**config.mk**
```make
export PLATFORM = sky130hd
export DESIGN_NAME = mip_chain_image_size_flat
export DESIGN_NICKNAME = d
export VERILOG_FILES = /design/src/design/mcis_pkg.sv /design/src/design/mcis_if.sv /design/src/design/mip_chain_image_size.sv /design/src/flat_wrapper.sv
export SDC_FILE = /design/constraint.sdc
export NUM_CORES = 2
export LEC_CHECK = 0
export BUFFER_PORTS_ARGS = -buffer_cell sky130_fd_sc_hd__buf_2
export CORE_ASPECT_RATIO = 2
export CORE_MARGIN = 5
export CORE_UTILIZATION = 25
export CTS_CLUSTER_DIAMETER = 80
export DETAILED_ROUTE_END_ITERATION = 10
export HOLD_SLACK_MARGIN = 0.06
export PLACE_DENSITY_LB_ADDON = 0.12
export SLEW_MARGIN = 20
export SYNTH_ARGS = -nofsm -noshare
export SYNTH_HDL_FRONTEND = slang
export SYNTH_SLANG_ARGS = --single-unit
```
**constraint.sdc**
```tcl
create_clock -name i_clk -period 11.7 [get_ports i_clk]
set_clock_uncertainty 0.15 [all_clocks]
set_input_delay 2.925 -clock i_clk [delete_from_list [all_inputs] [get_ports i_clk]]
set_output_delay 2.925 -clock i_clk [all_outputs]
set_load 0.03 [all_outputs]
```
**src/design/mcis_pkg.sv**
```systemverilog
// ============================================================================
// mcis_pkg - shared types and constants for the mip chain size block
// Field widths, the sequencer state type and the result limit.
// ============================================================================
package mcis_pkg;

    localparam int DIM_W   = 16;  // base width / height / layers
    localparam int LVL_W   = 6;   // level count
    localparam int BLK_W   = 5;   // block width / height
    localparam int BYTES_W = 6;   // bytes per block
    localparam int TOTAL_W = 54;  // result width
    localparam int K_W     = DIM_W + BYTES_W;     // layers * bytes per block
    localparam int NXY_W   = 2 * DIM_W;           // blocks per level
    localparam int MULA_W  = NXY_W;               // shared multiplier, operand a
    localparam int MULB_W  = K_W;                 // shared multiplier, operand b
    localparam int PROD_W  = MULA_W + MULB_W;     // shared multiplier, product
    localparam int ACC_W   = TOTAL_W + LVL_W;     // room for 63 full-size levels
    localparam int CNT_W   = 4;                   // divider bit counter
    localparam int LVL_LOOP = 16;                 // levels from this one up are all 1x1

    localparam logic [TOTAL_W-1:0] TOTAL_MAX = '1;

    typedef enum logic [2:0] {
        S_IDLE,
        S_KMUL,
        S_DIVX,
        S_DIVY,
        S_DIMS,
        S_MXY,
        S_MTERM,
        S_TAIL
    } t_state;

endpackage

```
**src/design/mcis_if.sv**
```systemverilog
// ============================================================================
// mcis_if - valid/ready channels of the mip chain size block
// Request channel carries one image description, result channel the size.
// ============================================================================
interface mcis_in_if;
    logic                          valid;
    logic                          ready;
    logic [mcis_pkg::DIM_W-1:0]    base_width;
    logic [mcis_pkg::DIM_W-1:0]    base_height;
    logic [mcis_pkg::LVL_W-1:0]    level_count;
    logic [mcis_pkg::DIM_W-1:0]    layers;
    logic [mcis_pkg::BLK_W-1:0]    block_w;
    logic [mcis_pkg::BLK_W-1:0]    block_h;
    logic [mcis_pkg::BYTES_W-1:0]  block_bytes;

    modport source (
        output valid, base_width, base_height, level_count, layers,
               block_w, block_h, block_bytes,
        input  ready
    );
    modport sink (
        input  valid, base_width, base_height, level_count, layers,
               block_w, block_h, block_bytes,
        output ready
    );
endinterface

interface mcis_out_if;
    logic                          valid;
    logic                          ready;
    logic [mcis_pkg::TOTAL_W-1:0]  total_bytes;

    modport source (output valid, total_bytes, input ready);
    modport sink   (input valid, total_bytes, output ready);
endinterface

```
**src/design/mip_chain_image_size.sv**
```systemverilog
// ============================================================================
// mip_chain_image_size - total byte size of a texture mip chain
// Sums block count * bytes per block * layers over all requested mip levels.
// ============================================================================
// One request transaction is taken while the sequencer is idle; the block
// then stays busy until the size is computed. A request runs through one
// step for layers*bytes, the two bit-serial block divisions of the base
// width and height, then three steps per level (set up block counts,
// blocks_x*blocks_y, times layers*bytes) on the one shared multiplier,
// and one closing step. Levels 16 and up are 1x1 and are folded into a
// single multiply by the remaining level count. The result sits in an
// output register, so the next request is taken while the previous size
// waits on o_out; the closing step waits only if that register is still
// full. Block sizes of 0 count as 1; a total above 2^54-1 saturates.
// ============================================================================
module mip_chain_image_size (
    input  logic i_clk,
    input  logic i_rst_n,
    mcis_in_if.sink    i_in,
    mcis_out_if.source o_out
);

    // ---------------- registers ----------------
    mcis_pkg::t_state                r_state,  n_state;
    logic [mcis_pkg::CNT_W-1:0]      r_cnt,    n_cnt;     // division bit
    logic [mcis_pkg::LVL_W-1:0]      r_lvl,    n_lvl;     // current mip level
    logic                            r_pend,   n_pend;    // product waits for add
    logic                            r_ovld,   n_ovld;    // output register full

    logic [mcis_pkg::DIM_W-1:0]      r_bw, n_bw, r_bh, n_bh, r_layers, n_layers;
    logic [mcis_pkg::LVL_W-1:0]      r_levels, n_levels;
    logic [mcis_pkg::BLK_W-1:0]      r_blkw, n_blkw, r_blkh, n_blkh;
    logic [mcis_pkg::BYTES_W-1:0]    r_bytes, n_bytes;
    logic [mcis_pkg::DIM_W-1:0]      r_quo, n_quo;        // divider shift reg
    logic [mcis_pkg::BLK_W-1:0]      r_rem, n_rem;        // divider remainder
    logic [mcis_pkg::DIM_W-1:0]      r_qx, n_qx, r_qy, n_qy; // width/blk, height/blk
    logic [mcis_pkg::K_W-1:0]        r_k, n_k;            // layers * bytes
    logic [mcis_pkg::DIM_W-1:0]      r_nx, n_nx, r_ny, n_ny;
    logic [mcis_pkg::PROD_W-1:0]     r_prod, n_prod;
    logic [mcis_pkg::ACC_W-1:0]      r_acc, n_acc;
    logic [mcis_pkg::TOTAL_W-1:0]    r_total, n_total;

    // ---------------- shared multiplier ----------------
    logic [mcis_pkg::MULA_W-1:0]     mul_a;
    logic [mcis_pkg::MULB_W-1:0]     mul_b;
    logic [mcis_pkg::PROD_W-1:0]     mul_p;

    assign mul_p = {{mcis_pkg::MULB_W{1'b0}}, mul_a} * {{mcis_pkg::MULA_W{1'b0}}, mul_b};

    // operand select by sequencer state
    always_comb begin
        case (r_state)
            mcis_pkg::S_MXY: begin
                mul_a = {{(mcis_pkg::MULA_W-mcis_pkg::DIM_W){1'b0}}, r_nx};
                mul_b = {{(mcis_pkg::MULB_W-mcis_pkg::DIM_W){1'b0}}, r_ny};
            end
            mcis_pkg::S_MTERM: begin
                mul_a = r_prod[mcis_pkg::MULA_W-1:0];
                mul_b = r_k;
            end
            mcis_pkg::S_TAIL: begin
                mul_a = {{(mcis_pkg::MULA_W-mcis_pkg::K_W){1'b0}}, r_k};
                mul_b = {{(mcis_pkg::MULB_W-mcis_pkg::LVL_W){1'b0}}, lvl_left};
            end
            default: begin
                mul_a = {{(mcis_pkg::MULA_W-mcis_pkg::DIM_W){1'b0}}, r_layers};
                mul_b = {{(mcis_pkg::MULB_W-mcis_pkg::BYTES_W){1'b0}}, r_bytes};
            end
        endcase
    end

    // ---------------- divider step ----------------
    // restoring division, one quotient bit per cycle
    logic [mcis_pkg::BLK_W-1:0]      div_d;
    logic [mcis_pkg::BLK_W:0]        div_t;
    logic [mcis_pkg::BLK_W:0]        div_s;
    logic                            div_ge;

    assign div_d  = (r_state == mcis_pkg::S_DIVY) ? r_blkh : r_blkw;
    assign div_t  = {r_rem, r_quo[mcis_pkg::DIM_W-1]};
    assign div_ge = div_t >= {1'b0, div_d};
    assign div_s  = div_t - {1'b0, div_d};

    // ---------------- per-level block counts ----------------
    // ceil(y/b) = (q >> i) + 1 when y is not a multiple of b; q = base/b.
    // A dimension that shifted down to 0 is clamped to 1 texel: one block.
    logic [3:0]                      lvl_sh;
    logic [mcis_pkg::DIM_W-1:0]      x_dim, y_dim, x_q, y_q;
    logic [mcis_pkg::DIM_W+mcis_pkg::BLK_W-1:0] x_back, y_back;
    logic [mcis_pkg::DIM_W:0]        x_cnt, y_cnt;
    logic [mcis_pkg::DIM_W-1:0]      x_blk, y_blk;

    assign lvl_sh = r_lvl[3:0];
    assign x_dim  = r_bw >> lvl_sh;
    assign y_dim  = r_bh >> lvl_sh;
    assign x_q    = r_qx >> lvl_sh;
    assign y_q    = r_qy >> lvl_sh;
    assign x_back = {{mcis_pkg::BLK_W{1'b0}}, x_q} * {{mcis_pkg::DIM_W{1'b0}}, r_blkw};
    assign y_back = {{mcis_pkg::BLK_W{1'b0}}, y_q} * {{mcis_pkg::DIM_W{1'b0}}, r_blkh};
    assign x_cnt  = {1'b0, x_q} + {{mcis_pkg::DIM_W{1'b0}},
                    (x_back != {{mcis_pkg::BLK_W{1'b0}}, x_dim})};
    assign y_cnt  = {1'b0, y_q} + {{mcis_pkg::DIM_W{1'b0}},
                    (y_back != {{mcis_pkg::BLK_W{1'b0}}, y_dim})};
    assign x_blk  = (x_dim == '0) ? mcis_pkg::DIM_W'(1) : x_cnt[mcis_pkg::DIM_W-1:0];
    assign y_blk  = (y_dim == '0) ? mcis_pkg::DIM_W'(1) : y_cnt[mcis_pkg::DIM_W-1:0];

    // ---------------- accumulate and saturate ----------------
    logic [mcis_pkg::ACC_W-1:0]      acc_sum;
    logic [mcis_pkg::TOTAL_W-1:0]    acc_sat;
    logic [mcis_pkg::LVL_W-1:0]      lvl_left;

    assign acc_sum  = r_acc + (r_pend ? {{(mcis_pkg::ACC_W-mcis_pkg::PROD_W){1'b0}}, r_prod}
                                      : '0);
    assign acc_sat  = (acc_sum[mcis_pkg::ACC_W-1:mcis_pkg::TOTAL_W] != '0)
                    ? mcis_pkg::TOTAL_MAX : acc_sum[mcis_pkg::TOTAL_W-1:0];
    assign lvl_left = r_levels - r_lvl;

    // ---------------- handshake ----------------
    assign i_in.ready        = (r_state == mcis_pkg::S_IDLE);
    assign o_out.valid       = r_ovld;
    assign o_out.total_bytes = r_total;

    // ---------------- sequencer ----------------
    always_comb begin
        n_state  = r_state;
        n_cnt    = r_cnt;
        n_lvl    = r_lvl;
        n_pend   = r_pend;
        n_ovld   = r_ovld & ~o_out.ready;
        n_bw     = r_bw;
        n_bh     = r_bh;
        n_levels = r_levels;
        n_layers = r_layers;
        n_blkw   = r_blkw;
        n_blkh   = r_blkh;
        n_bytes  = r_bytes;
        n_quo    = r_quo;
        n_rem    = r_rem;
        n_qx     = r_qx;
        n_qy     = r_qy;
        n_k      = r_k;
        n_nx     = r_nx;
        n_ny     = r_ny;
        n_prod   = r_prod;
        n_acc    = r_acc;
        n_total  = r_total;

        case (r_state)
            mcis_pkg::S_IDLE: begin
                if (i_in.valid) begin
                    n_bw     = i_in.base_width;
                    n_bh     = i_in.base_height;
                    n_levels = i_in.level_count;
                    n_layers = i_in.layers;
                    n_blkw   = (i_in.block_w == '0) ? mcis_pkg::BLK_W'(1) : i_in.block_w;
                    n_blkh   = (i_in.block_h == '0) ? mcis_pkg::BLK_W'(1) : i_in.block_h;
                    n_bytes  = i_in.block_bytes;
                    n_quo    = i_in.base_width;
                    n_rem    = '0;
                    n_state  = mcis_pkg::S_KMUL;
                end
            end

            mcis_pkg::S_KMUL: begin
                n_prod  = mul_p;
                n_cnt   = '0;
                n_state = mcis_pkg::S_DIVX;
            end

            mcis_pkg::S_DIVX, mcis_pkg::S_DIVY: begin
                if (r_state == mcis_pkg::S_DIVX && r_cnt == '0) begin
                    n_k = r_prod[mcis_pkg::K_W-1:0];
                end
                n_rem = div_ge ? div_s[mcis_pkg::BLK_W-1:0] : div_t[mcis_pkg::BLK_W-1:0];
                n_quo = {r_quo[mcis_pkg::DIM_W-2:0], div_ge};
                n_cnt = r_cnt + 1'b1;
                if (r_cnt == '1) begin
                    if (r_state == mcis_pkg::S_DIVX) begin
                        n_qx    = {r_quo[mcis_pkg::DIM_W-2:0], div_ge};
                        n_quo   = r_bh;
                        n_rem   = '0;
                        n_state = mcis_pkg::S_DIVY;
                    end else begin
                        n_qy    = {r_quo[mcis_pkg::DIM_W-2:0], div_ge};
                        n_lvl   = '0;
                        n_acc   = '0;
                        n_pend  = 1'b0;
                        n_state = mcis_pkg::S_DIMS;
                    end
                end
            end

            mcis_pkg::S_DIMS: begin
                n_acc  = acc_sum;
                n_pend = 1'b0;
                if (r_lvl == r_levels) begin
                    // wait here only while the last result is still unread
                    if (!r_ovld || o_out.ready) begin
                        n_total = acc_sat;
                        n_ovld  = 1'b1;
                        n_state = mcis_pkg::S_IDLE;
                    end
                end else if (r_lvl >= mcis_pkg::LVL_W'(mcis_pkg::LVL_LOOP)) begin
                    n_state = mcis_pkg::S_TAIL;
                end else begin
                    n_nx    = x_blk;
                    n_ny    = y_blk;
                    n_state = mcis_pkg::S_MXY;
                end
            end

            mcis_pkg::S_MXY: begin
                n_prod  = mul_p;
                n_state = mcis_pkg::S_MTERM;
            end

            mcis_pkg::S_MTERM: begin
                n_prod  = mul_p;
                n_pend  = 1'b1;
                n_lvl   = r_lvl + 1'b1;
                n_state = mcis_pkg::S_DIMS;
            end

            mcis_pkg::S_TAIL: begin
                // every remaining level is one block: k times the level count
                n_prod  = mul_p;
                n_pend  = 1'b1;
                n_lvl   = r_levels;
                n_state = mcis_pkg::S_DIMS;
            end

            default: begin
                n_state = mcis_pkg::S_IDLE;
            end
        endcase
    end

    // control state
    always_ff @(posedge i_clk) begin
        if (!i_rst_n) begin
            r_state <= mcis_pkg::S_IDLE;
            r_cnt   <= '0;
            r_lvl   <= '0;
            r_pend  <= 1'b0;
            r_ovld  <= 1'b0;
        end else begin
            r_state <= n_state;
            r_cnt   <= n_cnt;
            r_lvl   <= n_lvl;
            r_pend  <= n_pend;
            r_ovld  <= n_ovld;
        end
    end

    // datapath
    always_ff @(posedge i_clk) begin
        r_bw     <= n_bw;
        r_bh     <= n_bh;
        r_levels <= n_levels;
        r_layers <= n_layers;
        r_blkw   <= n_blkw;
        r_blkh   <= n_blkh;
        r_bytes  <= n_bytes;
        r_quo    <= n_quo;
        r_rem    <= n_rem;
        r_qx     <= n_qx;
        r_qy     <= n_qy;
        r_k      <= n_k;
        r_nx     <= n_nx;
        r_ny     <= n_ny;
        r_prod   <= n_prod;
        r_acc    <= n_acc;
        r_total  <= n_total;
    end

`ifndef ASSERT_OFF
    // a taken request always starts with the layers*bytes multiply
    a_start_kmul: assert property (@(posedge i_clk) disable iff (!i_rst_n)
        (i_in.valid && i_in.ready) |=> (r_state == mcis_pkg::S_KMUL))
        else $error("request not followed by k multiply");

    // width division hands over to height division after the last bit
    a_div_hand: assert property (@(posedge i_clk) disable iff (!i_rst_n)
        (r_state == mcis_pkg::S_DIVX && r_cnt == '1) |=> (r_state == mcis_pkg::S_DIVY))
        else $error("width division did not hand over");

    // a pending product is only ever added in the level setup state
    a_pend_dims: assert property (@(posedge i_clk) disable iff (!i_rst_n)
        r_pend |-> (r_state == mcis_pkg::S_DIMS))
        else $error("pending product outside level setup");

    // the per-level loop never runs past the 1x1 tail point
    a_loop_range: assert property (@(posedge i_clk) disable iff (!i_rst_n)
        (r_state == mcis_pkg::S_MXY) |->
            (r_lvl < mcis_pkg::LVL_W'(mcis_pkg::LVL_LOOP) && r_lvl < r_levels))
        else $error("level loop out of range");

    // the level counter never overshoots the requested count
    a_lvl_bound: assert property (@(posedge i_clk) disable iff (!i_rst_n)
        (r_state == mcis_pkg::S_DIMS) |-> (r_lvl <= r_levels))
        else $error("level counter overshoot");
`endif

endmodule
```
**src/flat_wrapper.sv**
```systemverilog
// flat-port wrapper written by rule: the top's interface ports become plain ports
module mip_chain_image_size_flat 
  (i_clk, i_rst_n, i_in_valid, i_in_base_width, i_in_base_height, i_in_level_count, i_in_layers, i_in_block_w, i_in_block_h, i_in_block_bytes, i_in_ready, o_out_valid, o_out_total_bytes, o_out_ready);
  mcis_in_if i_in_i ();
  mcis_out_if o_out_i ();
  input  logic i_clk;
  input  logic i_rst_n;
  input wire logic [$bits(i_in_i.valid)-1:0] i_in_valid;
  input wire logic [$bits(i_in_i.base_width)-1:0] i_in_base_width;
  input wire logic [$bits(i_in_i.base_height)-1:0] i_in_base_height;
  input wire logic [$bits(i_in_i.level_count)-1:0] i_in_level_count;
  input wire logic [$bits(i_in_i.layers)-1:0] i_in_layers;
  input wire logic [$bits(i_in_i.block_w)-1:0] i_in_block_w;
  input wire logic [$bits(i_in_i.block_h)-1:0] i_in_block_h;
  input wire logic [$bits(i_in_i.block_bytes)-1:0] i_in_block_bytes;
  output wire logic [$bits(i_in_i.ready)-1:0] i_in_ready;
  output wire logic [$bits(o_out_i.valid)-1:0] o_out_valid;
  output wire logic [$bits(o_out_i.total_bytes)-1:0] o_out_total_bytes;
  input wire logic [$bits(o_out_i.ready)-1:0] o_out_ready;
  assign i_in_i.valid = i_in_valid;
  assign i_in_i.base_width = i_in_base_width;
  assign i_in_i.base_height = i_in_base_height;
  assign i_in_i.level_count = i_in_level_count;
  assign i_in_i.layers = i_in_layers;
  assign i_in_i.block_w = i_in_block_w;
  assign i_in_i.block_h = i_in_block_h;
  assign i_in_i.block_bytes = i_in_block_bytes;
  assign i_in_ready = i_in_i.ready;
  assign o_out_valid = o_out_i.valid;
  assign o_out_total_bytes = o_out_i.total_bytes;
  assign o_out_i.ready = o_out_ready;
  mip_chain_image_size u_core (.i_clk(i_clk), .i_rst_n(i_rst_n), .i_in(i_in_i), .o_out(o_out_i));
endmodule
```
==> out/qor.csv <==
metric,value,unit
outcome,completed,
post-synthesis sequential area ratio,22.3,%
Filler cells,20283,
worst skew pair latency,650,ps
via count,36304,
Via density,4.78,
"Cell Area, Synth",0.0478,mm^2
Tmin final,10620,ps
drc violations,0,
cell depth of the worst setup path,27,
most numerous cell on the critical path,fa_1,
Post-synth EDFFs,345,
GRT Total Usage,16.5,%
"Reg clk slew, reported paths",60,ps
Port Buf Inserts,129,
Synth async-reset ratio,0,%
final hold vios,0,
count of cell types in the netlist,90,
Rel. slew slack,25.6,%
Power Total,4.60,mW
mux cell area share after synthesis,3.69,%
worst r2r dst,u_core.r_prod[53]$_DFFE_PP_,
I/O pin cnt,130,
Achievable Freq,94.2,MHz
maximum VDD drop,0.114,mV
H-tree depth,2,
final setup fails,0,
worst-margin pin slew,1120,ps
synth top area cells,"fa_1 (29%), edfxtp_1 (22%), ha_1 (7.8%)",
PwrDens,87.2,mW/mm^2
Die X,319,um
CP startpoint kind,flop,
r2r worst-path depth,27,
Finished Cell Area,0.0527,mm^2
CTS buffer count,46,
post-synth top area cell,fa_1,
FF-to-FF setup slack,1080,ps
Yosys top cell area share,28.7,%
Syn Inst Count,5043,
XOR/XNOR share of the synthesized area,3.52,%
clk sinks,360,
Routed Antenna Nets,0,
Simple-Gate Fraction of Synth Area,17.2,%
CP Capture Type,flop,
gpl congestion,0.849,
"Slowest-stage cell, CP",o21ai_1,
fin util,27.7,%
Post-CTS Setup Bufs,0,
crit path max fanout,37,
Critical Path AT,10880,ps
final setup TNS,0,ps
first-pass GRT wire length,254,mm
routed len/inst,22.2,um
largest family of logic cells by synthesized area,adder cells,
unrepaired setup endpoints after global routing,no,
HPWL after detailed placement,138,mm
Adder-Cell Fraction of Synth Area,36.5,%
largest net degree at the start of global routing,61,
max-cap check violation count,0,
Critical Path RT,11960,ps
nets@finish,6097,
Leak,22.3,nW
FP Rows,227,
hold path startpoint,u_core.r_prod[11]$_DFFE_PP_,
"Hold-fix buffers, CTS",0,
cells resized by post-CTS repair,0,
hold crit path type,flop to flop,
dpl cell area,0.0512,mm^2
die height,628,um
fraction of layout cells with a size suffix above 1,7.78,%
antenna violations before repair,4,
"Largest stage delay, worst path",740,ps
CTS tree,built,
top post-synthesis cells by count,"nand2_1 (787), fa_1 (684), inv_1 (657), edfxtp_1 (345), nor2_1 (321)",
"count leader, synth",nand2_1,
cell family with most CP delay,adder cells,
hold endpoint,u_core.r_k[11]$_DFFE_PP_,
Clock Tree Buf Depth,3,
total wire length,169,mm
worst hold stages,0,
Synth Area in Compound Gates,9.17,%
starting density of the core,25.1,%
RR Startpoint,u_core.r_lvl[0]$_SDFFE_PN0P_,
critical path class,flop to flop,
yosys warns,0,
Synth Flop Type,edfxtp_1,
Worst Path Buf+Inv,3,
core area,0.191,mm^2
Initial DRC Count,2216,
synthesized area per cell,9.47,um^2
number of iterations in the first detailed-routing pass,8,
vias in the first global route,38974,
Layout area overhead,10.3,%
CTS Root Cell,clkbuf_16,
Final Max Tran Viols,0,
gr ovfl total,0,
Synth Register Bits,360,
Die Area,0.200,mm^2
Post-Syn Nets,6099,
final period utilization,90.7,%
-- placed cells by master, fill, tap and decap left out, types with 25 or more instances in the layout --
| cell | instances |
|---|---|
| fa_1 | 684 |
| buf_2 | 129 |
| a31oi_1 | 30 |
| xnor2_1 | 122 |
| mux2i_1 | 58 |
| o21bai_1 | 25 |
| o21a_1 | 49 |
| nor2b_1 | 32 |
| a21o_1 | 82 |
| nand3_1 | 55 |
| and3_1 | 100 |
| nand2_1 | 786 |
| a211oi_1 | 26 |
| buf_4 | 101 |
| and2_1 | 207 |
| nor3_1 | 70 |
| xor2_1 | 69 |
| mux4_2 | 36 |
| nor2_1 | 319 |
| nand4_1 | 92 |
| a21oi_1 | 181 |
| nand2b_1 | 30 |
| inv_1 | 657 |
| edfxtp_1 | 345 |
| ha_1 | 298 |
| clkbuf_16 | 46 |
| o21ai_0 | 134 |
-- registers in the layout, indices dropped and copies added, names as in the netlist, 22 cells and up --
name,flops
u_core.o_out.total_bytes,54
u_core.r_acc,60
u_core.r_k,22
u_core.r_prod,54
-- metrics by stage --
step | hold WS, ps | setup slack, ps | cells
floorplan | 286 | 1650 | 5043
global placement | 334 | 954 | 7512
detailed placement | 352 | 924 | 7512
CTS | 350 | 912 | 7596
global route | 379 | 559 | 7597
finish | 337 | 1080 | 7600
-- layout make-up --
cell class	count	area (um^2)	area share (%)
multi-input cells	3742	33500	63.6
inverters	661	2480	4.71
repair buffers	230	1400	2.66
flip-flops and latches	360	10700	20.3
well taps	2519	3150	5.98
clock inverters	28	279	0.529
clock buffers	56	1190	2.26
diodes	4	10.0	0.0190
-- cells by family after synthesis --
logic type               count (synthesis)
AND/OR/NAND/NOR                       1765
adder cells (fa/ha/maj)                982
buffers and inverters                  941
AO/OA/AOI/OAI                          687
flip-flops                             360
XOR/XNOR                               192
multiplexers                           116
-- metal layers --
metal / vias to the layer above / part of all wire (%) / GRT usage [%]
met4: 0 / 2.8 / 4.11
met2: 870 / 48 / 28.1
met3: 165 / 4.1 / 1.87
met1: 18681 / 45 / 22.3
li1: 16588 / - / -
met5: - / 0 / 0
-- worst max-delay path by stage --
| stage | slack, ps | startpoint | endpoint |
|---|---|---|---|
| 3_3_place_gp | 950 | u_core.r_lvl[0]$_SDFFE_PN0P_ | u_core.r_prod[53]$_DFFE_PP_ |
| 5_1_grt | 560 | u_core.r_lvl[0]$_SDFFE_PN0P_ | u_core.r_prod[39]$_DFFE_PP_ |
| 6_report | 1080 | u_core.r_lvl[0]$_SDFFE_PN0P_ | u_core.r_prod[53]$_DFFE_PP_ |
| 3_5_place_dp | 920 | u_core.r_lvl[0]$_SDFFE_PN0P_ | u_core.r_prod[53]$_DFFE_PP_ |
| 4_1_cts | 910 | u_core.r_lvl[0]$_SDFFE_PN0P_ | u_core.r_prod[53]$_DFFE_PP_ |
| 2_1_floorplan | 1650 | u_core.r_lvl[1]$_SDFFE_PN0P_ | u_core.r_prod[52]$_DFFE_PP_ |
-- power breakdown --
part / internal [mW] / switching [mW]
registers: 1.53 / 0.0872
logic: 0.607 / 0.959
clock network: 0.782 / 0.632
total: 2.92 / 1.68
Note: power is estimated with default switching activity, not from simulation.
